<file path="src/rtl/core/fpa_pkg.sv">
package fpa_pkg;

  localparam int DATA_W    = 32;
  localparam int FRAC_BITS = 8;
  localparam int NUM_W     = DATA_W + FRAC_BITS;
  localparam int REM_W     = DATA_W;
  localparam int PROD_W    = 2 * DATA_W;

  typedef enum logic [3:0] {
    CMD_ADD      = 4'd0,
    CMD_SUB      = 4'd1,
    CMD_MUL      = 4'd2,
    CMD_DIV      = 4'd3,
    CMD_GT       = 4'd4,
    CMD_LT       = 4'd5,
    CMD_GE       = 4'd6,
    CMD_LE       = 4'd7,
    CMD_EQ       = 4'd8,
    CMD_NE       = 4'd9,
    CMD_MIN      = 4'd10,
    CMD_MAX      = 4'd11,
    CMD_INC      = 4'd12,
    CMD_DEC      = 4'd13,
    CMD_FROM_INT = 4'd14,
    CMD_TO_INT   = 4'd15
  } cmd_t;

  typedef struct packed {
    cmd_t                      cmd;
    logic [DATA_W-1:0]         res;
    logic                      cmp;
    logic                      ovf;
    logic                      dbz;
    logic                      neg;
    logic signed [PROD_W-1:0]  prod;
    logic [NUM_W-1:0]          num;
    logic [REM_W-1:0]          rem;
    logic [DATA_W-1:0]         den;
    logic [NUM_W-1:0]          quo;
  } pipe_t;

endpackage

</file>
<file path="src/rtl/core/fpa_front.sv">
module fpa_front
  import fpa_pkg::*;
(
  input  logic                     clk,
  input  logic                     rst_n,
  input  logic                     valid_in,
  output logic                     ready_up,
  input  logic [3:0]               cmd_in,
  input  logic signed [DATA_W-1:0] a,
  input  logic signed [DATA_W-1:0] b,
  output logic                     valid_out,
  input  logic                     ready_dn,
  output pipe_t                    data_out
);

  logic  valid_r;
  pipe_t data_r, data_nxt;

  logic [DATA_W:0]        sum, dif, incv, decv;
  logic [NUM_W-1:0]       fi;
  logic signed [DATA_W-1:0] biased;
  logic [DATA_W-1:0]      mag_a, mag_b;
  logic                   gt, eq;
  cmd_t                   cmd;

  assign cmd  = cmd_t'(cmd_in);
  assign sum  = {a[DATA_W-1], a} + {b[DATA_W-1], b};
  assign dif  = {a[DATA_W-1], a} - {b[DATA_W-1], b};
  assign incv = {a[DATA_W-1], a} + (DATA_W+1)'(1);
  assign decv = {a[DATA_W-1], a} - (DATA_W+1)'(1);
  assign fi   = {{FRAC_BITS{a[DATA_W-1]}}, a} << FRAC_BITS;
  // bias negatives so the arithmetic shift truncates toward zero
  assign biased = a + $signed({{(DATA_W-FRAC_BITS){1'b0}}, {FRAC_BITS{a[DATA_W-1]}}});
  assign mag_a = a[DATA_W-1] ? DATA_W'(-a) : DATA_W'(a);
  assign mag_b = b[DATA_W-1] ? DATA_W'(-b) : DATA_W'(b);
  assign gt = a > b;
  assign eq = a == b;

  always_comb begin
    data_nxt      = '0;
    data_nxt.cmd  = cmd;
    data_nxt.prod = PROD_W'(a) * PROD_W'(b);
    data_nxt.num  = {mag_a, {FRAC_BITS{1'b0}}};
    data_nxt.den  = mag_b;
    data_nxt.neg  = a[DATA_W-1] ^ b[DATA_W-1];
    data_nxt.dbz  = (cmd == CMD_DIV) && (b == '0);
    case (cmd)
      CMD_ADD: begin
        data_nxt.res = sum[DATA_W-1:0];
        data_nxt.ovf = sum[DATA_W] ^ sum[DATA_W-1];
      end
      CMD_SUB: begin
        data_nxt.res = dif[DATA_W-1:0];
        data_nxt.ovf = dif[DATA_W] ^ dif[DATA_W-1];
      end
      CMD_INC: begin
        data_nxt.res = incv[DATA_W-1:0];
        data_nxt.ovf = incv[DATA_W] ^ incv[DATA_W-1];
      end
      CMD_DEC: begin
        data_nxt.res = decv[DATA_W-1:0];
        data_nxt.ovf = decv[DATA_W] ^ decv[DATA_W-1];
      end
      CMD_FROM_INT: begin
        data_nxt.res = fi[DATA_W-1:0];
        data_nxt.ovf = !((&fi[NUM_W-1:DATA_W-1]) || !(|fi[NUM_W-1:DATA_W-1]));
      end
      CMD_TO_INT: data_nxt.res = DATA_W'(biased >>> FRAC_BITS);
      CMD_GT:     data_nxt.cmp = gt;
      CMD_LT:     data_nxt.cmp = !gt && !eq;
      CMD_GE:     data_nxt.cmp = gt || eq;
      CMD_LE:     data_nxt.cmp = !gt;
      CMD_EQ:     data_nxt.cmp = eq;
      CMD_NE:     data_nxt.cmp = !eq;
      CMD_MIN:    data_nxt.res = gt ? b : a;
      CMD_MAX:    data_nxt.res = gt ? a : b;
      default:    data_nxt.res = '0;
    endcase
  end

  assign ready_up = !valid_r || ready_dn;

  always_ff @(posedge clk) begin
    if (!rst_n) begin
      valid_r <= 1'b0;
    end else if (ready_up) begin
      valid_r <= valid_in;
    end
  end

  always_ff @(posedge clk) begin
    if (ready_up && valid_in) begin
      data_r <= data_nxt;
    end
  end

  assign valid_out = valid_r;
  assign data_out  = data_r;

endmodule

</file>
<file path="config.mk">
export PLATFORM = sky130hd
export DESIGN_NAME = fpa_front
export DESIGN_NICKNAME = d
export VERILOG_FILES = /design/src/rtl/core/fpa_pkg.sv /design/src/rtl/core/fpa_front.sv
export SDC_FILE = /design/constraint.sdc
export NUM_CORES = 2
export LEC_CHECK = 0
export ABC_AREA = 1
export BUFFER_PORTS_ARGS = -buffer_cell sky130_fd_sc_hd__buf_2
export CAP_MARGIN = 5
export CORE_ASPECT_RATIO = 1.1
export CORE_MARGIN = 4
export CORE_UTILIZATION = 37
export DETAILED_ROUTE_END_ITERATION = 7
export GPL_ROUTABILITY_DRIVEN = 0
export SYNTH_ARGS = -nofsm -noshare
export SYNTH_HDL_FRONTEND = slang
export SYNTH_SLANG_ARGS = --single-unit
</file>
<file path="constraint.sdc">
create_clock -name clk -period 10.8 [get_ports clk]
set_clock_uncertainty 0.05 [all_clocks]
set_input_delay 2.16 -clock clk [delete_from_list [all_inputs] [get_ports clk]]
set_output_delay 2.16 -clock clk [all_outputs]
set_load 0.05 [all_outputs]
</file>
==> PnR_summary.wiki <==
{| class="wikitable"
! Metric !! Value
|-
| Result of the run || finished, final reports clean
|-
| Met1 global-route usage || 34.9%
|-
| Layout cells sized above 1 || 6.85%
|-
| Syn avg cell area || 7.57 sq um
|-
| Dominant register cell in the synthesized netlist || edfxtp_1
|-
| Synth top area share || 39.9%
|-
| Full die area || 153,000 sq um
|-
| RSZ-0062 raised after global routing || no
|-
| Most area-consuming cells after synthesis || fa_1 40%, inv_1 13%, nand2_1 12%
|-
| Number of failing hold endpoints at the final stage || 0
|-
| H-Tree Level Count || 4
|-
| Post-CTS setup buffer count || 0
|-
| Final routed DRC violation total || 0
|-
| Number of routed nets with antenna violations || 0
|-
| FF/Latch Area || just over 5000 sq um
|-
| Met3 demand-to-capacity share in global routing || 7.32%
|-
| Count of routing violations after the opening detailed-route iteration || 5,288
|-
| FMAX || 103 MHz
|-
| Crit end category || register
|-
| Total CTS buffers || 17
|-
| Share of synthesized flip-flops with an asynchronous set or reset || 0%
|-
| Vias in the first global route || 50,500
|-
| Global-route congestion overflow total || 0
|-
| Largest area contributor in the netlist || fa_1
|-
| Tmin final || a little under 10 ns
|-
| Warnings, synthesis || 0
|-
| Arr. time, crit path || between 9 and 10 ns
|-
| Classification of the worst-slack hold path || register to register
|-
| Number of nets in the final layout || 8,672
|-
| WL/cell || around 23 um
|-
| Die Ht || 410 um
|-
| Worst Path Class, Setup || primary input to register
|-
| First-pass GRT wire length || about 310,000 um
|-
| Footprint of the multi-input gates || 40,600 sq um
|-
| Worst setup margin || 1.10 ns
|-
| Leading cell types by count after synthesis || 1,857 x inv_1, 1,809 x nand2_1, 1,084 x fa_1
|-
| Total negative slack || 0 ns
|-
| Number of flops mapped to enable cells by yosys || 168
|-
| Overall track demand over capacity in global routing || 27.3%
|-
| Maximum root-to-sink buffer count || 2
|-
| Final Slew Violations || 0
|-
| Syn-to-layout area delta || 6.80%
|-
| Highest-utilization routing layer at the global route stage || met2
|-
| Crit share post-route || between 80 and 90%
|-
| Sink count of the clock tree || 169
|-
| Resized cells post-CTS || 0
|-
| Pin count of the biggest net entering global routing || 66
|-
| CTS hold repair buffers || 0
|-
| Flip-flop and latch count after synthesis || 169
|-
| Gate count after technology mapping || 7,190
|-
| HPWL reported at the end of detailed placement || 167,000 um
|-
| Floorplan core area || roughly 150,000 sq um
|-
| Max-capacitance violation count || 0
|-
| Fraction of the core area covered by cells at the end of the flow || 39.8%
|-
| Total number of vias || 48,500
|-
| Clk slew on worst S/H paths || approximately 0.08 ns
|-
| Placement row count || 147
|-
| Sequential area share after synthesis || under 10%
|-
| Dpl ws || 0.741 ns
|-
| Critical path data required time || 11.01 ns
|-
| TritonCTS clock tree || built
|-
| Worst-Margin Slew || between 1 and 1.5 ns
|-
| Number of distinct library cell variants in the gate-level netlist after synthesis || 59
|-
| Starting density of the core || 37.3%
|-
| Post-synth design cell area || 54,400 sq um
|-
| Met2 routing resource usage after global routing || 42.5%
|-
| Quantity of I/O buffers inserted on ports || 241
|-
| Critical path fanouts, max || 27
|-
| Detailed Route WL || 208,000 um
|-
| Count of boundary I/O pins || 322
|-
| Kind of start point of the critical path || primary input
|-
| Die Span X || 374 um
|-
| First-pass iteration count of the detailed router || 8
|-
| Initial antenna violation count || 17
|-
| Via density per instance || around 5.3
|-
| Final setup violating endpoints || 0
|-
| # fillers || 15,100
|-
| Cell with the most instances after synthesis || inv_1
|-
| Clock latency at the later pin of the worst-skew pair || 0.54 ns
|-
| Max-slew headroom || between 20% and 30%
|-
| Cell at the root of the clock tree || clkbuf_16
|}
==> cells in the final DEF (no fill, tap or decap), types with 10 or more instances in the layout <==
| cell type | n |
|---|---|
| buf_2 | 240 |
| nand4_1 | 46 |
| ha_1 | 259 |
| nor3_1 | 35 |
| a21o_1 | 17 |
| inv_1 | 1857 |
| conb_1 | 80 |
| edfxtp_1 | 168 |
| a21oi_1 | 173 |
| a31oi_1 | 20 |
| nand2_2 | 14 |
| buf_12 | 14 |
| o21ai_0 | 182 |
| nand3_1 | 352 |
| xnor2_1 | 17 |
| xor2_1 | 106 |
| inv_2 | 10 |
| o211ai_2 | 23 |
| nor2_2 | 11 |
| fa_1 | 1084 |
| nor4_1 | 11 |
| clkbuf_16 | 17 |
| nor2_1 | 468 |
| o21bai_1 | 26 |
| buf_4 | 117 |
| nand2_1 | 1809 |
==> routing by layer <==
| layer | share of wire, % | vias up |
|---|---|---|
| li1 | - | 21000 |
| met1 | 38 | 23900 |
| met4 | 6.3 | 10 |
| met2 | 44 | 2896 |
| met5 | 0.025 | - |
| met3 | 11 | 732 |
==> critical path: stages <==
cell and delay, ns:
buf_2 0.68, buf_4 0.28, nand2_1 0.08, fa_1 0.55
fa_1 0.44, fa_1 0.49, fa_1 0.54, inv_1 0.05
fa_1 0.51, inv_1 0.06, fa_1 0.52, inv_1 0.05
fa_1 0.48, inv_1 0.05, fa_1 0.65, inv_1 0.08
ha_1 0.39, nand2_1 0.12, nor2_1 0.10, inv_1 0.09
nor2_1 0.31, and3_1 0.29, nand3_1 0.11, nand3_1 0.18
xor2_1 0.56
==> logic make-up after synthesis <==
group                      after synthesis  synth area share [%]
AOI/OAI and AO/OA                      491                  5.32
xor gates and xnor gates               123                  1.98
adders and majority gates             1343                  45.8
buffers and inverters                 2274                  16.6
DFF                                    169                  9.31
other                                    1               0.00689
and+or+nand+nor                       2789                  20.9
==> per-stage QoR <==
stage / cells / hold slack (ns) / instance area [sq um]
floorplan: 7269 / 1.07 / 54700
global placement: 9175 / 0.475 / 57500
detailed placement: 9175 / 0.511 / 57500
CTS: 9207 / 0.520 / 58100
global route: 9207 / 0.560 / 58100
finish: 9213 / 0.509 / 58100
==> sequential cells by signal (all words and copies together) (netlist names) <==
signal / flops
data_out: 168
valid_out: 1
==> layout make-up <==
| type | count | area share, % |
|---|---|---|
| Antenna cell | 6 | 0.0258 |
| Clock buffer | 17 | 0.732 |
| Clock inverter | 15 | 0.293 |
| Inverter | 1872 | 12.1 |
| Multi-Input combinational cell | 4826 | 69.9 |
| Sequential cell | 169 | 8.71 |
| Tap cell | 1937 | 4.17 |
| Timing Repair Buffer | 371 | 4.06 |
==> worst paths after layout <==
check	slack, ns	end	cells after the start	from
setup / recovery	1.10	data_out[186]	25	a[15]
hold / removal	0.51	valid_out	2	valid_out
setup reg to reg	8.35	data_out[162]	3	valid_out
hold reg to reg	0.51	valid_out	2	valid_out
Power is not shown: default switching activity piles up to over one toggle a cycle in this logic, so the estimate is an artifact.
