### src/rtl/core/fpa_pkg.sv
package fpa_pkg;

  localparam int DATA_W    = 32;
  localparam int FRAC_BITS = 8;
  localparam int NUM_W     = DATA_W + FRAC_BITS;
  localparam int REM_W     = DATA_W;
  localparam int PROD_W    = 2 * DATA_W;

  typedef enum logic [3:0] {
    CMD_ADD      = 4'd0,
    CMD_SUB      = 4'd1,
    CMD_MUL      = 4'd2,
    CMD_DIV      = 4'd3,
    CMD_GT       = 4'd4,
    CMD_LT       = 4'd5,
    CMD_GE       = 4'd6,
    CMD_LE       = 4'd7,
    CMD_EQ       = 4'd8,
    CMD_NE       = 4'd9,
    CMD_MIN      = 4'd10,
    CMD_MAX      = 4'd11,
    CMD_INC      = 4'd12,
    CMD_DEC      = 4'd13,
    CMD_FROM_INT = 4'd14,
    CMD_TO_INT   = 4'd15
  } cmd_t;

  typedef struct packed {
    cmd_t                      cmd;
    logic [DATA_W-1:0]         res;
    logic                      cmp;
    logic                      ovf;
    logic                      dbz;
    logic                      neg;
    logic signed [PROD_W-1:0]  prod;
    logic [NUM_W-1:0]          num;
    logic [REM_W-1:0]          rem;
    logic [DATA_W-1:0]         den;
    logic [NUM_W-1:0]          quo;
  } pipe_t;

endpackage

### src/rtl/core/fpa_div_cell.sv
module fpa_div_cell
  import fpa_pkg::*;
(
  input  logic  clk,
  input  logic  rst_n,
  input  logic  valid_in,
  output logic  ready_up,
  input  pipe_t data_in,
  output logic  valid_out,
  input  logic  ready_dn,
  output pipe_t data_out
);

  logic            valid_r;
  pipe_t           data_r, data_nxt;
  logic [REM_W:0]  trial, diff;
  logic            ge;

  // one restoring step: bring down the next numerator bit, subtract if it fits
  assign trial = {data_in.rem, data_in.num[NUM_W-1]};
  assign diff  = trial - {1'b0, data_in.den};
  assign ge    = !diff[REM_W];

  always_comb begin
    data_nxt     = data_in;
    data_nxt.rem = ge ? diff[REM_W-1:0] : trial[REM_W-1:0];
    data_nxt.num = data_in.num << 1;
    data_nxt.quo = {data_in.quo[NUM_W-2:0], ge};
  end

  assign ready_up = !valid_r || ready_dn;

  always_ff @(posedge clk) begin
    if (!rst_n) begin
      valid_r <= 1'b0;
    end else if (ready_up) begin
      valid_r <= valid_in;
    end
  end

  always_ff @(posedge clk) begin
    if (ready_up && valid_in) begin
      data_r <= data_nxt;
    end
  end

  assign valid_out = valid_r;
  assign data_out  = data_r;

endmodule

### config.mk
export PLATFORM = sky130hd
export DESIGN_NAME = fpa_div_cell
export DESIGN_NICKNAME = d
export VERILOG_FILES = /design/src/rtl/core/fpa_pkg.sv /design/src/rtl/core/fpa_div_cell.sv
export SDC_FILE = /design/constraint.sdc
export NUM_CORES = 1
export LEC_CHECK = 0
export BUFFER_PORTS_ARGS = -buffer_cell sky130_fd_sc_hd__buf_2
export CORE_AREA = 2 2 195 197
export DETAILED_ROUTE_END_ITERATION = 6
export DIE_AREA = 0 0 197 199
export PLACE_DENSITY_LB_ADDON = 0.1
export SETUP_SLACK_MARGIN = 0.15
export SLEW_MARGIN = 25
export SYNTH_ARGS = -nofsm -noshare
export SYNTH_HDL_FRONTEND = slang
export SYNTH_SLANG_ARGS = --single-unit
export TNS_END_PERCENT = 100
### constraint.sdc
create_clock -name clk -period 7.3 [get_ports clk]
set_input_delay 1.46 -clock clk [delete_from_list [all_inputs] [get_ports clk]]
set_output_delay 1.46 -clock clk [all_outputs]
set_load 0.05 [all_outputs]
==> reports/qor.csv, run 1 <==
metric;value;unit
clock_skew;0.00844;ns
dr.pass1.iters;4;
powerDensity;287;mW/mm^2
ff2ff_path_depth;3;
start_kind;input port;
ir_drop;0.000122;V
grt_overflow;0;
antenna_found_initial;13;
slowest_delay;0.54;ns
slew_viol_final;0;
pwr-share-clk;37.2;%
cts_buffer_depth;3;
hp-class;reg -> reg;
area_growth;40.7;%
grt_use_total;15.6;%
wl_per_cell;20.0;um
synth_cell_types;53;
worst_setup_path_end_kind;register;
dp_slack;2.51;ns
r2r_slack;5.39;ns
worst_slew_pin_slew;0.980;ns
dpl_cell_area;0.0129;mm^2
drt-vias-per-instance;4.30;
synthFlopType;edfxtp_1;
hold-path-cell-count;2;
synth_seq_cells;248;
syn_inst;614;
core;0.0371;mm^2
ios;502;
ctsHtreeMaxLevel;1;
fin_ws;3.15;ns
cp_slowest_cell;inv_2;
p_sw;1.18;mW
ant_nets;0;
power;4.00;mW
cts_hold_buf;0;
synthTopCellsByCount;edfxtp_1, nand2_1, inv_1;
routabilityCongestion;0.782;
die_area;0.0392;mm^2
fin_nets;1415;
post_cts_resized;0;
worstPathCellList;buf_2, ha_1, fa_1, nand2b_1, a21oi_1, o211ai_1, a21oi_1, o21a_1, o211ai_4, inv_2, mux2_4;
clk_pin_slew;0.05;ns
period_share;56.8;%
period_needed;4.15;ns
cts_tree;yes;
cp_common_cell;a21oi_1;
initial_core_util;26.7;%
fmax;0.241;GHz
drc_errors;0;
synth_nets;899;
power_frac_seq;42.8;%
routed_wl;32.6;mm
hold_slack;0.538;ns
syn-cell-area;0.00991;mm^2
cts_root_buffer;clkbuf_16;
die_h;199;um
yosysTopAreaCell;edfxtp_1;
finalHoldViolCount;0;
netlist.area_leader.share;74.8;%
fin_area;0.0139;mm^2
die_w;197;um
ys_seq_area_share;75.0;%
async_flop_share;0;%
num_rows;71;
dp_hpwl;25.6;mm
crit_cells;11;
synth.area.top_cells;edfxtp_1, ha_1, mux2_4;
grt_pass1_wl;45.1;mm
drtIter0Drc;370;
insertion_delay;0.56;ns
worstPathMaxFanout;20;
drv_cap;0;
intPower;2.82;mW
crit_arrival;4.45;ns
p_comb_share;19.9;%
power.leakage;6.12;nW
critPathTopFamily;compound AO/OA/AOI/OAI gates;
rsz0062_at_grt;false;
fill_cells;3713;
post_cts_buffers;0;
synth_warnings;0;
cts_buffers;30;
dpl.cell_count;1572;
grt_pass1_vias;6850;
io_buffer_count;499;
fin_cells;1630;
fin_util;37.6;%
status;finished, final reports clean;
synth.most_common_cell;edfxtp_1;
critPathBufInv;2;
crit_type;in -> reg;
avgSynthCellArea;16.1;um^2
synth_edf_count;247;
slew_headroom;34.7;%
vias;7015;
required;7.60;ns
finalSetupTns;0;ns
drive_above_1_share;49.5;%
finalSetupViolations;0;
grt_start_max_net_pins;171;
clkSinkCount;248;
p_sw_share;29.4;%
==> placed cells by master, fill, tap and decap left out, drive strengths merged, types with 3 or more instances in the layout <==
cell type / n
buf: 502
edfxtp: 247
nand2: 47
inv: 40
clkbuf: 35
ha: 32
a21oi: 31
o21ai: 27
nor2: 23
mux2: 18
a21o: 15
xnor2: 15
clkinv: 12
nand3: 9
xor2: 9
o211ai: 7
diode: 6
and3: 6
nand2b: 5
nor2b: 5
o21a: 5
nand4: 5
o21bai: 5
a21boi: 5
a211oi: 4
o31ai: 4
bufinv: 4
nor3: 3
and2: 3
==> metal layers <==
metal  wire, um  GRT usage, %
met1      11400          16.1
met2      17500          29.6
met3       2860          5.76
met4        687          4.20
met5         79             0
==> worst min-delay path, cell delays in order (launching register included) <==
cell      delay (ns)
dfxtp_1         0.30
nand2b_1        0.10
a21boi_0        0.08
==> registers in the layout, summed over array words and instances, names as in the netlist <==
signal     flops
data_out     247
valid_out      1
==> layout make-up <==
| class | count | area, um^2 | area share, % |
|---|---|---|---|
| Clock inverter | 17 | 190 | 1.36 |
| Antenna cell | 6 | 15.0 | 0.108 |
| Timing Repair Buffer | 502 | 2530 | 18.2 |
| Clock buffer | 35 | 791 | 5.67 |
| Multi-Input combinational cell | 308 | 2240 | 16.0 |
| Inverter | 40 | 150 | 1.08 |
| Sequential cell | 248 | 7440 | 53.3 |
| Tap cell | 474 | 593 | 4.25 |
==> power groups by stage <==
stage	Combinational (mW)	Clock [mW]	Sequential [mW]
2_1_floorplan	0.233	0	2.09
3_3_place_gp	0.808	0	1.74
3_5_place_dp	0.809	0	1.74
4_1_cts	0.811	1.54	1.71
5_1_grt	0.850	1.60	1.72
6_report	0.797	1.49	1.71
==> cells by family (layout without fill, tap and decap cells) <==
logic type | count (synthesis) | in the layout | share of synthesized area [%]
other | 1 | 7 | 0.0378
AO/OA/AOI/OAI | 118 | 118 | 7.97
flip-flops | 248 | 248 | 75.0
XOR/XNOR | 24 | 24 | 2.12
buffers and inverters | 58 | 594 | 2.44
AND/OR/NAND/NOR | 113 | 113 | 5.34
adder cells (fa/ha/maj) | 33 | 33 | 4.24
multiplexers | 19 | 19 | 2.83
==> final timing paths <==
path | to | from
setup reg to reg | data_out[62] | valid_out
hold / removal | valid_out | valid_out
hold reg to reg | valid_out | valid_out
setup / recovery | data_out[94] | data_in[40]
Power figures use the tool's default switching activity.
==> run 2, diff against run 1 <==
--- a/config.mk
+++ b/config.mk
@@ -5,10 +5,11 @@
 export SDC_FILE = /design/constraint.sdc
 export NUM_CORES = 1
 export LEC_CHECK = 0
+export ABC_AREA = 1
 export BUFFER_PORTS_ARGS = -buffer_cell sky130_fd_sc_hd__buf_2
-export CORE_AREA = 2 2 195 197
+export CORE_AREA = 2 2 194 196
 export DETAILED_ROUTE_END_ITERATION = 6
-export DIE_AREA = 0 0 197 199
+export DIE_AREA = 0 0 196 198
 export PLACE_DENSITY_LB_ADDON = 0.1
 export SETUP_SLACK_MARGIN = 0.15
 export SLEW_MARGIN = 25
==> constraint.sdc (replaced) <==
create_clock -name clk -period 3.68 [get_ports clk]
set_input_delay 0.736 -clock clk [delete_from_list [all_inputs] [get_ports clk]]
set_output_delay 0.736 -clock clk [all_outputs]
set_load 0.05 [all_outputs]
==> run 2 against run 1 <==
  * Register-to-register slack got worse by 3.3 ns
  * Combinational power increased by 100%
  * Critical path depth increased by 4
  * Final cell count up 21%
  * Global-route usage increased by 1.8 points
  * Count of clock-buffer cells in the layout up 2
  * Non-clock buffer count fell by 1
  * Sequential share of layout area down 2.3 points
  * Area after synthesis up 7.4%
  * First-iteration DRC count decreased by 25%
  * Synthesized cell count up 53%
  * Critical path type unchanged
==> reports/qor.csv, run 2 <==
metric;value;unit
synthFlopType;edfxtp_1;
drtIter0Drc;279;
yosysTopAreaCell;edfxtp_1;
synth_edf_count;247;
area_growth;36.9;%
dp_hpwl;28.6;mm
period_share;69.8;%
largest_reg_flops;247;
synth_nets;1223;
powerDensity;517;mW/mm^2
fin_cells;1965;
crit_arrival;2.85;ns
async_flop_share;0;%
drt-vias-per-instance;4.19;
r2r_slack;2.10;ns
crit_start;data_in[40];
syn-cell-area;0.0106;mm^2
synth_seq_cells;248;
post_cts_buffers;0;
dpl.cell_count;1906;
fin_ws;1.11;ns
grt_start_max_net_pins;129;
cts_hold_buf;0;
slew_headroom;52.4;%
power.leakage;7.12;nW
power;7.53;mW
fin_area;0.0146;mm^2
synth.area.top_cells;edfxtp_1, nand2_1, inv_1;
rr_startpoint;valid_out;
antenna_found_initial;15;
worst_slew_pin_slew;0.715;ns
required;3.96;ns
clk_pin_slew;0.06;ns
die_area;0.0388;mm^2
dpl_cell_area;0.0137;mm^2
finalSetupTns;0;ns
ant_nets;0;
routabilityCongestion;0.875;
die_w;196;um
min-delay-start;data_in[123];
grt_overflow;0;
clkSinkCount;248;
ir_drop;0.000299;V
ctsHtreeMaxLevel;1;
num_rows;71;
drv_cap;0;
post_cts_resized;0;
dp_slack;0.520;ns
cts_root_buffer;clkbuf_16;
insertion_delay;0.54;ns
layout_commonest_cell;buf_2;
synth_cell_types;27;
io_buffer_count;499;
ios;502;
ff2ff_path_depth;2;
hold_slack;0.365;ns
grt_pass1_wl;50.0;mm
synth_warnings;0;
dr.pass1.iters;5;
netlist.area_leader.share;69.7;%
period_needed;2.57;ns
fmax;0.389;GHz
initial_core_util;28.8;%
grt_use_total;17.4;%
vias;8241;
finalHoldViolCount;0;
synth.most_common_cell;nand2_1;
wl_per_cell;18.1;um
fin_util;39.4;%
ys_seq_area_share;69.9;%
crit_type;in -> reg;
worst_setup_path_end_kind;register;
routed_wl;35.5;mm
clock_skew;0.0174;ns
rsz0062_at_grt;false;
fin_nets;1748;
start_kind;input port;
drc_errors;0;
cts_buffer_depth;3;
final_cell_mix;buf_2, nand2_1, edfxtp_1;
slew_viol_final;0;
core;0.0370;mm^2
finalSetupViolations;0;
synthTopCellsByCount;nand2_1, edfxtp_1, inv_1;
cts_buffers;29;
cts_tree;yes;
syn_inst;938;
grt_pass1_vias;7989;
avgSynthCellArea;11.3;um^2
die_h;198;um
status;finished, final reports clean;
hp-class;in -> reg;
worstPathMaxFanout;33;
r2r_end;data_out[15];
drive_above_1_share;37.4;%
worstSetupEndpoint;data_out[93];
[run 2: final cells by class]
cell class                 instances  area (um^2)
fill                            3810        22400
sequential                       248         7440
multi-input combinational        522         2540
timing repair buffer             501         2540
clock buffer                      37          756
inverter                         161          617
tap                              474          593
clock inverter                    15         72.6
antenna                            7         17.5
[run 2: kinds of logic (layout without fill, tap and decap cells)]
kind of cell / count (synthesis) / after routing / synth area share, %
compound gates: 34 / 34 / 1.86
xor+xnor: 15 / 15 / 1.23
fa+ha+maj: 33 / 33 / 3.95
buf+inv: 168 / 714 / 6.38
flops: 248 / 248 / 69.9
other cells: 1 / 8 / 0.0352
simple gates: 439 / 439 / 16.7
[run 2: power breakdown]
group	leakage [nW]	switching [mW]	total [mW]	internal (mW)
logic	4.31	1.22	1.61	0.390
clock network	0.406	1.09	2.53	1.44
registers	2.40	0.0405	3.39	3.35
total	7.12	2.35	7.53	5.18
[run 2: how the worst min path moves through the flow]
stage	slack (ns)	cells past startpoint	end
finish	0.37	1	data_out[124]
global route	0.33	1	data_out[139]
CTS	0.33	1	data_out[25]
detailed placement	0.54	2	valid_out
global placement	0.54	2	valid_out
floorplan	0.83	0	data_out[105]
[run 2: layer usage]
metal	GRT usage [%]	vias to the layer above	wire length, um
met5	0	-	107
met4	4.55	18	679
met3	5.23	67	2780
met2	33.0	260	18800
met1	18.8	3782	13100
li1	-	4114	-
[run 2: worst max-delay path, stage by stage]
cell and delay, ns:
buf_2 0.10, ha_1 0.21, fa_1 0.41, inv_1 0.13, nand2_1 0.06, nand2_1 0.07, nand3_1 0.10, nand2_2 0.14
nand2_1 0.08, nand2_2 0.12, nand2_2 0.08, nand3_1 0.12, nand2_4 0.25, nand2_1 0.17, nand2_1 0.06
