`config.mk`:
```
export PLATFORM = sky130hd
export DESIGN_NAME = fpa_back
export DESIGN_NICKNAME = d
export VERILOG_FILES = /design/src/rtl/core/fpa_pkg.sv /design/src/rtl/core/fpa_back.sv
export SDC_FILE = /design/constraint.sdc
export NUM_CORES = 1
export LEC_CHECK = 0
export BUFFER_PORTS_ARGS = -buffer_cell sky130_fd_sc_hd__buf_2
export CORE_ASPECT_RATIO = 0.6
export CORE_UTILIZATION = 54
export DETAILED_ROUTE_END_ITERATION = 8
export PLACE_DENSITY_LB_ADDON = 0.15
export SETUP_SLACK_MARGIN = 0.5
export SYNTH_ARGS = -nofsm -noshare
export SYNTH_HDL_FRONTEND = slang
export SYNTH_SLANG_ARGS = --single-unit
export TNS_END_PERCENT = 20
```
`constraint.sdc`:
```
create_clock -name clk -period 15.15 [get_ports clk]
set_input_delay 2.2725 -clock clk [delete_from_list [all_inputs] [get_ports clk]]
set_output_delay 2.2725 -clock clk [all_outputs]
set_load 0.01 [all_outputs]
```
`src/rtl/core/fpa_pkg.sv`:
```
package fpa_pkg;

  localparam int DATA_W    = 32;
  localparam int FRAC_BITS = 8;
  localparam int NUM_W     = DATA_W + FRAC_BITS;
  localparam int REM_W     = DATA_W;
  localparam int PROD_W    = 2 * DATA_W;

  typedef enum logic [3:0] {
    CMD_ADD      = 4'd0,
    CMD_SUB      = 4'd1,
    CMD_MUL      = 4'd2,
    CMD_DIV      = 4'd3,
    CMD_GT       = 4'd4,
    CMD_LT       = 4'd5,
    CMD_GE       = 4'd6,
    CMD_LE       = 4'd7,
    CMD_EQ       = 4'd8,
    CMD_NE       = 4'd9,
    CMD_MIN      = 4'd10,
    CMD_MAX      = 4'd11,
    CMD_INC      = 4'd12,
    CMD_DEC      = 4'd13,
    CMD_FROM_INT = 4'd14,
    CMD_TO_INT   = 4'd15
  } cmd_t;

  typedef struct packed {
    cmd_t                      cmd;
    logic [DATA_W-1:0]         res;
    logic                      cmp;
    logic                      ovf;
    logic                      dbz;
    logic                      neg;
    logic signed [PROD_W-1:0]  prod;
    logic [NUM_W-1:0]          num;
    logic [REM_W-1:0]          rem;
    logic [DATA_W-1:0]         den;
    logic [NUM_W-1:0]          quo;
  } pipe_t;

endpackage

```
`src/rtl/core/fpa_back.sv`:
```
module fpa_back
  import fpa_pkg::*;
(
  input  logic                     clk,
  input  logic                     rst_n,
  input  logic                     valid_in,
  output logic                     ready_up,
  input  pipe_t                    data_in,
  output logic                     valid_out,
  input  logic                     ready_dn,
  output logic signed [DATA_W-1:0] result_value,
  output logic                     compare_true,
  output logic                     divide_by_zero,
  output logic                     overflow
);

  logic                valid_r;
  logic [DATA_W-1:0]   res_r, res_nxt;
  logic                cmp_r, dbz_r, ovf_r, ovf_nxt;

  logic [PROD_W-1:0]   m, mr, mv;
  logic                rnd;
  logic [NUM_W:0]      qr;
  logic [NUM_W+1:0]    dv;

  assign m   = data_in.prod[PROD_W-1] ? PROD_W'(-data_in.prod) : PROD_W'(data_in.prod);
  assign mr  = (m + (PROD_W'(1) << (FRAC_BITS - 1))) >> FRAC_BITS;
  assign mv  = data_in.prod[PROD_W-1] ? -mr : mr;

  // round half away from zero: bump when twice the remainder reaches the divisor
  assign rnd = {data_in.rem, 1'b0} >= {1'b0, data_in.den};
  assign qr  = {1'b0, data_in.quo} + (NUM_W+1)'(rnd);
  assign dv  = data_in.neg ? -{1'b0, qr} : {1'b0, qr};

  always_comb begin
    res_nxt = data_in.res;
    ovf_nxt = data_in.ovf;
    case (data_in.cmd)
      CMD_MUL: begin
        res_nxt = mv[DATA_W-1:0];
        ovf_nxt = !((&mv[PROD_W-1:DATA_W-1]) || !(|mv[PROD_W-1:DATA_W-1]));
      end
      CMD_DIV: begin
        if (data_in.dbz) begin
          res_nxt = '0;
          ovf_nxt = 1'b0;
        end else begin
          res_nxt = dv[DATA_W-1:0];
          ovf_nxt = !((&dv[NUM_W+1:DATA_W-1]) || !(|dv[NUM_W+1:DATA_W-1]));
        end
      end
      default: ;
    endcase
  end

  assign ready_up = !valid_r || ready_dn;

  always_ff @(posedge clk) begin
    if (!rst_n) begin
      valid_r <= 1'b0;
    end else if (ready_up) begin
      valid_r <= valid_in;
    end
  end

  always_ff @(posedge clk) begin
    if (ready_up && valid_in) begin
      res_r <= res_nxt;
      cmp_r <= data_in.cmp;
      dbz_r <= data_in.dbz;
      ovf_r <= ovf_nxt;
    end
  end

  assign valid_out      = valid_r;
  assign result_value   = $signed(res_r);
  assign compare_true   = cmp_r;
  assign divide_by_zero = dbz_r;
  assign overflow       = ovf_r;

endmodule

```
==> results of run 1 <==
[synth_stat cells, types with 41 or more instances]
master    instances  area, sq um
nor3_1           50          250
or3_1            41          257
xor2_1           93          815
inv_1            59          221
nand2_1         142          533
nand3_1          63          315
xnor2_1         126         1100
nor2_1          104          390
o31ai_1          43          323
nand4_1          46          288
clkbuf_1         81          304
o21ai_0          98          490
[state kept, by name, summed over array words and instances (netlist names)]
signal / count
result_value: 32
valid_out: 1
compare_true: 1
divide_by_zero: 1
overflow: 1
[per-layer routing]
| metal | global-route usage [%] | part of all wire, % |
|---|---|---|
| met4 | 8.67 | 2.1 |
| met3 | 5.45 | 9.5 |
| met1 | 48.9 | 44 |
| met5 | 0 | 0 |
| met2 | 54.0 | 44 |
[worst reg2reg max path, cell delays in order, from the launching register on]
cell and delay, ns:
dfxtp_1 0.31, nand2b_1 0.09, and2_1 0.13, buf_4 0.42
[area by class of cell]
class | count | area share, %
well taps | 266 | 2.77
repair buffers | 255 | 10.8
clock buffers | 5 | 1.04
inverters | 59 | 1.84
flip-flops and latches | 36 | 8.90
multi-input cells | 1336 | 74.6
clock inverters | 2 | 0.104
[per-stage QoR]
step                      util, %  power [mW]
after global routing         62.7       0.545
after CTS                    62.7       0.508
final                        62.7       0.513
after floorplan                 -       0.315
after global placement       62.0       0.402
after detailed placement     62.0       0.407
[worst max path at each step]
| stage | to | slack [ns] | depth (start not counted) |
|---|---|---|---|
| global route | overflow | 4.17 | 37 |
| global placement | overflow | 4.64 | 37 |
| floorplan | overflow | 3.69 | 35 |
| CTS | overflow | 4.78 | 37 |
| detailed placement | overflow | 4.49 | 37 |
| finish | overflow | 4.69 | 37 |
[kinds of logic (layout without fill, tap and decap cells)]
group	Yosys count	after routing	synth area share (%)
simple gates	673	673	34.2
compound gates	395	395	26.4
xor+xnor	219	219	18.0
buf+inv	157	321	5.92
fa+ha+maj	36	36	4.22
flops	36	36	10.0
mux	13	13	1.24
[power breakdown]
part	total, mW	internal (mW)	switching (mW)
Combinational	0.291	0.115	0.176
Sequential	0.120	0.118	0.00210
Clock	0.101	0.0597	0.0416
==> impl_results.md, run 1 <==
- Setup TNS: 0 ns
- Area of the multi-input gates: 0.00897 sq mm
- Largest stage delay, worst path: 0.76 ns
- Remaining Overflow, GRT: 0
- Starting Density: 55.7%
- CTS H-Tree Depth: 2
- Synth Register Bits: 36
- Area growth syn-to-layout: 12.7%
- Worst Setup SP: data_in[41]
- Hold worst-path end: valid_out
- Synthesized Nets: 1,817
- Skew final: 0.00480 ns
- Status: finished clean
- Vias per cell: 6.46
- Tmin final: 10.46 ns
- FF-to-FF path depth: 3
- Crit. End Element: register
- Fin. Hold Viols: 0
- Detailed-route via count: 12,700
- DP HPWL: 29.4 mm
- Cells after Synth: 1,529
- Final Routed Wirelength: 36.4 mm
- WP buf/inv: 2
- CTS max path bufs: 2
- Layout Nets: 1,981
- Resize count post-CTS: 0
- Rel. slew slack: 32.9%
- Placement Setup Slack: 4.49 ns
- Hold slack: 0.531 ns
- Number of distinct library cells after synthesis: 86
- Critical Path Fanout Max: 12
- PortBufs: 248
- Fmax: 95.6 MHz
- DIE HEIGHT: 111 um
- Final Setup Violations: 0
- LEAKAGE: 4.52 nW
- First-pass GRT wire length: 57.1 mm
- Hold Crit Depth: 2
- Postcts setup bufs: 0
- Period utilization: 69.1%
- Gate family responsible for the most delay along the worst path: simple AND/OR/NAND/NOR gates
- Fin worst setup slack: 4.69 ns
- CTS root buf: clkbuf_16
- DRC viols: 0
- Detailed Route Iter0 Violations: 1,402
- Initial antenna violation count: 0
- Required @ worst endpoint: 15.17 ns
- IO Count: 289
- Final Non-Filler Cells: 1,959
- Total CTS buffers: 5
- HP Start: valid_out
- FF-to-FF End: result_value[25]
- Synth Flop Type: edfxtp_1
- # fillers: 1,810
- Total power per unit cell area: 42.6 mW/mm^2
- Core area: 0.0192 sq mm
- Vias in the first global route: 11,200
- Die footprint: 0.0204 sq mm
- RSZ-0062 raised after global routing: false
- Drt first pass iters: 6
- Cell area after synthesis: 0.0107 sq mm
- Worst Path Arrival: 10.48 ns
- Actual slew at the worst max-slew pin: 0.998 ns
- Proportion of layout cells with a drive suffix above 1: 18.9%
- Post-synth EDFFs: 35
- Clock slew at reported path FFs: 0.06 ns
- Antenna cells: 0
- TritonCTS Sinks: 36
- Routed len/inst: 18.6 um
- CP Class: in -> reg
- R2R Setup Slk: 13.82 ns
- HP Class: reg -> reg
- Ys async rst share: 0%
- Fin area: 0.0120 sq mm
- Tot GR Track Use: 34.5%
- Placed Cells: 1,952
- Hold bufs inserted after CTS: 0
- Worst skew pair latency: 0.29 ns
- Ys Warns: 0
- Seq/Total Area, Yosys: 10.0%
- Register area: 0.00107 sq mm
- Routability Congestion: 0.989
- Maximum VDD drop: 0.0000468 V
- Final ANT Viol Nets: 0
- Final-report max-slew violation count: 0
- Commonest non-fill, non-tap cell in the layout: buf_2
- Critical Path Source Type: primary input
- FP Rows: 39
- Syn Area/Cell: 6.98 sq um
- Largest net degree at the start of global routing: 78
- Highest-count cells in the layout ignoring fill and taps: buf_2 (247), nand2_1 (142), xnor2_1 (126)
- Die Width: 184 um
- Max-cap violations: 0
- CP max stage cell: or4_1
- Most frequent CP cell: o21a_1
- CTS tree: built
- Placed inst area: 0.0119 sq mm
- Reg2reg start: valid_out
Note: power is estimated with default switching activity, not from simulation.
==> run 2: changes to the inputs <==
Clock period 15.15 ns to 10 ns, I/O delays scaled along.
==> run 2 against run 1 <==
  * Critical path depth rose by 1
  * Global-route usage up 0.49 points
  * Power increased by 52%
==> impl_results.md, run 2 (same netlist as run 1, synthesis figures left out) <==
- Status: finished clean
- Initial antenna violation count: 2
- Most frequent CP cell: o21a_1
- Fin. Hold Viols: 0
- Highest-count cells in the layout ignoring fill and taps: buf_2 (247), nand2_1 (141), xnor2_1 (125)
- Vias in the first global route: 11,200
- Core area: 0.0192 sq mm
- Crit. End Element: register
- FP Rows: 39
- Final-report max-slew violation count: 0
- Critical Path Fanout Max: 8
- Detailed-route via count: 12,700
- CTS H-Tree Depth: 2
- Fin worst setup slack: 0.909 ns
- # fillers: 1,814
- Clock slew at reported path FFs: 0.05 ns
- Tmin final: 9.09 ns
- Skew final: 0.00500 ns
- CTS root buf: clkbuf_16
- Area growth syn-to-layout: 14.4%
- Worst Path Arrival: 9.10 ns
- IO Count: 289
- Critical Path Source Type: primary input
- Required @ worst endpoint: 10.01 ns
- DP HPWL: 29.7 mm
- Remaining Overflow, GRT: 0
- Max-cap violations: 0
- Detailed Route Iter0 Violations: 1,338
- Vias per cell: 6.43
- Hold bufs inserted after CTS: 0
- Routed len/inst: 18.6 um
- FF-to-FF path depth: 3
- Die Width: 184 um
- Actual slew at the worst max-slew pin: 0.976 ns
- Maximum VDD drop: 0.0000691 V
- Final ANT Viol Nets: 0
- CP Class: in -> reg
- Die footprint: 0.0204 sq mm
- Placement Setup Slack: 0.268 ns
- Starting Density: 55.7%
- Setup TNS: 0 ns
- Hold Crit Depth: 2
- First-pass GRT wire length: 57.6 mm
- Routability Congestion: 0.984
- Total power per unit cell area: 63.8 mW/mm^2
- Worst Setup SP: data_in[41]
- RSZ-0062 raised after global routing: false
- DRC viols: 0
- HP Class: reg -> reg
- Tot GR Track Use: 35.0%
- Commonest non-fill, non-tap cell in the layout: buf_2
- Drt first pass iters: 8
- Layout Nets: 1,990
- Reg2reg start: valid_out
- CTS max path bufs: 2
- Period utilization: 90.9%
- Total CTS buffers: 5
- Max reg flops: 32
- Rel. slew slack: 34.9%
- Final Setup Violations: 0
- HP Start: valid_out
- LEAKAGE: 4.60 nW
- Proportion of layout cells with a drive suffix above 1: 20.3%
- CP max stage cell: or4_4
- CTS tree: built
- DIE HEIGHT: 111 um
- Worst skew pair latency: 0.28 ns
- Largest stage delay, worst path: 0.58 ns
- PortBufs: 248
- Total Power: 0.779 mW
- Final Routed Wirelength: 36.7 mm
- TritonCTS Sinks: 36
- Fmax: 110 MHz
- Largest net degree at the start of global routing: 82
[run 2: power breakdown]
group / leakage (nW) / internal [mW] / switching [mW]
clock network: 0.0656 / 0.0917 / 0.0587
registers: 0.349 / 0.179 / 0.00356
logic: 4.18 / 0.176 / 0.270
[run 2: layer usage]
| metal | GRT usage [%] | vias up | share of wire, % | wire length (um) |
|---|---|---|---|---|
| met4 | 10.6 | 2 | 2.7 | 993 |
| met1 | 49.3 | 5814 | 44 | 16100 |
| met3 | 7.88 | 61 | 11 | 4100 |
| met2 | 52.6 | 700 | 42 | 15600 |
| li1 | - | 6095 | - | - |
| met5 | 0 | - | 0.022 | 8 |
[run 2: worst paths after layout]
path / end / slack [ns]
worst max-delay path: overflow / 0.91
worst min-delay path: valid_out / 0.55
worst max register to register: result_value[28] / 8.68
worst min register to register: valid_out / 0.55
[run 2: area by class of cell]
type,count,area (sq um),area share (%)
well taps,266,333,2.73
inverters,59,221,1.81
flip-flops and latches,36,1070,8.77
clock inverters,1,3.75,0.0307
diodes,1,2.50,0.0205
multi-input cells,1336,9080,74.4
repair buffers,264,1360,11.2
clock buffers,7,133,1.09
[run 2: worst max-delay path, delay by kind of cell]
family	cells	cell delay, ns
xor gates and xnor gates	1	0.11
AOI/OAI and AO/OA	19	3.39
buffers and inverters	3	0.31
adders and majority gates	3	0.74
and+or+nand+nor	12	3.02
[run 2: repair_timing]
action	in CTS	in global routing
buffers inserted	0	1
gates resized for setup	0	20
endpoints found under the setup margin	0	1
[run 2: metrics by stage]
step,std cells,cell area [sq um],utilization (%),hold WS [ns]
after floorplan,1529,10700,-,0.610
after global placement,1960,12000,62.4,0.507
after detailed placement,1960,12000,62.4,0.551
after CTS,1968,12100,63.1,0.560
after global routing,1969,12200,63.7,0.596
final,1970,12200,63.7,0.549
==> run 3: changes to the inputs <==
Settings changed: BUFFER_PORTS_ARGS -buffer_cell sky130_fd_sc_hd__buf_2 to -buffer_cell sky130_fd_sc_hd__buf_4, GPL_TIMING_DRIVEN from default to 0.
Clock period 10 ns to 10.5 ns, I/O delays scaled along.
==> run 3 against run 2 <==
  * Clock power is 3% lower
  * Combinational power increased by 4.9%
  * Sequential share of layout area is 0.58 points lower
  * Critical endpoint unchanged
==> impl_results.md, run 3 (same netlist as run 1, synthesis figures left out) <==
- Worst Setup SP: data_in[207]
- Rel. slew slack: 28.4%
- Proportion of layout cells with a drive suffix above 1: 19.2%
- Antenna cells: 0
- IO Count: 289
- Gate family responsible for the most delay along the worst path: buffers and inverters
- DRC viols: 0
- Remaining Overflow, GRT: 0
- Detailed-route via count: 13,400
- Largest net degree at the start of global routing: 36
- Detailed Route Iter0 Violations: 1,627
- Max reg flops: 32
- FF-to-FF path depth: 2
- Starting Density: 55.7%
- Vias per cell: 6.60
- Routed len/inst: 20.5 um
- Actual slew at the worst max-slew pin: 1.06 ns
- CP max stage cell: or3_1
- Hold slack: 0.548 ns
- WP buf/inv: 17
- Total CTS buffers: 5
- Tot GR Track Use: 39.4%
- Max-cap violations: 0
- CTS max path bufs: 2
- CTS H-Tree Depth: 2
- TritonCTS Sinks: 36
- Crit path depth: 36
- Final-report max-slew violation count: 0
- Clock slew at reported path FFs: 0.06 ns
- Final Setup Violations: 0
- FF-to-FF End: result_value[15]
- First-pass GRT wire length: 63.9 mm
- Die footprint: 0.0204 sq mm
- Critical Path Source Type: primary input
- Worst Path Arrival: 9.71 ns
- Maximum VDD drop: 0.0000763 V
- Critical path capture point: overflow
- Required @ worst endpoint: 10.53 ns
- DP HPWL: 33.8 mm
- CTS root buf: clkbuf_16
- Largest stage delay, worst path: 0.48 ns
- Total power per unit cell area: 60.2 mW/mm^2
- # fillers: 1,742
- Met1 Wirelength: 17.6 mm
- Uppermost routed layer: met4
- Highest-count cells in the layout ignoring fill and taps: buf_4 (226), nand2_1 (141), xnor2_1 (126)
- Final ANT Viol Nets: 0
- CP Class: in -> reg
- Initial antenna violation count: 0
- Drt first pass iters: 6
- Core area: 0.0192 sq mm
- Most frequent CP cell: buf_6
- Wire length on met2: 18.0 mm
- Routability Congestion: 1.02
- Vias in the first global route: 12,100
- Skew final: 0.00389 ns
- R2R Setup Slk: 8.94 ns
- RSZ-0062 raised after global routing: false
- Met3 WL: 5.04 mm
- Period utilization: 92.1%
- Fmax: 103 MHz
- Crit. End Element: register
- Commonest non-fill, non-tap cell in the layout: buf_4
- DIE HEIGHT: 111 um
- PortBufs: 219
- Tmin final: 9.68 ns
- Layout Nets: 2,047
- Final Routed Wirelength: 41.6 mm
- Critical Path Fanout Max: 10
- LEAKAGE: 4.85 nW
- Reg2reg start: valid_out
- FP Rows: 39
- Status: finished clean
- Setup TNS: 0 ns
- CTS tree: built
- Fin. Hold Viols: 0
- HP Class: reg -> reg
- Worst skew pair latency: 0.29 ns
- Die Width: 184 um
- Area growth syn-to-layout: 22.6%
run 3: cell count changes in the layout (fill, tap and decap cells not counted), moves of 5 or more:
cell | before | now
nor4_2 | 5 | 10
nor4_1 | 28 | 22
buf_4 | 17 | 226
buf_2 | 247 | 4
clkbuf_1 | 2 | 69
buf_6 | 0 | 10
run 3: tightest hold or removal path, cell delays in order (launching register included):
cell	delay [ns]
dfxtp_1	0.31
nand2b_1	0.10
a21boi_0	0.08
run 3: report_power, final:
| group | internal, mW | switching, mW | total (mW) |
|---|---|---|---|
| Clock | 0.0851 | 0.0603 | 0.145 |
| Combinational | 0.197 | 0.271 | 0.468 |
| Sequential | 0.171 | 0.00398 | 0.175 |
| Total | 0.453 | 0.335 | 0.788 |
run 3: worst min-delay path by stage:
stage                         start        end  slack (ns)  cells past startpoint
after global routing      valid_out  valid_out        0.59                      2
after floorplan           valid_out  valid_out        0.61                      2
after global placement    valid_out  valid_out        0.52                      2
after CTS                 valid_out  valid_out        0.55                      2
after detailed placement  valid_out  valid_out        0.54                      2
final                     valid_out  valid_out        0.55                      2
run 3: area by class of cell:
type	instances	area, sq um	share of cell area [%]
clock buffer	5	125	0.956
sequential	36	1070	8.19
timing repair buffer	223	1670	12.8
clock inverter	2	7.51	0.0574
buffer	98	515	3.94
multi-input combinational	1336	9140	69.8
inverter	59	221	1.69
tap	266	333	2.54
run 3: what timing repair did:
action	in CTS	in global routing
resized for setup	35	35
hold endpoints to repair	0	0
pin swaps	2	9
hold buffers	0	0
setup buffers	1	3
setup endpoints to repair	24	1
run 3: stage by stage:
step | util, % | area [sq um] | setup WS, ns | power (mW) | std cells
2_1_floorplan | - | 10700 | 0.575 | 0.456 | 1529
3_3_place_gp | 66.0 | 12700 | -2.86 | 0.615 | 2014
3_5_place_dp | 66.1 | 12700 | -2.89 | 0.623 | 2014
4_1_cts | 67.5 | 12900 | 0.509 | 0.770 | 2022
5_1_grt | 68.2 | 13100 | 0.501 | 0.831 | 2025
6_report | 68.2 | 13100 | 0.824 | 0.788 | 2025
run 3: routing by layer:
layer  GRT usage (%)  vias up
met5               0        -
met4            10.8        0
met3            8.34       84
met2            61.7      822
met1            54.4     6259
li1                -     6200
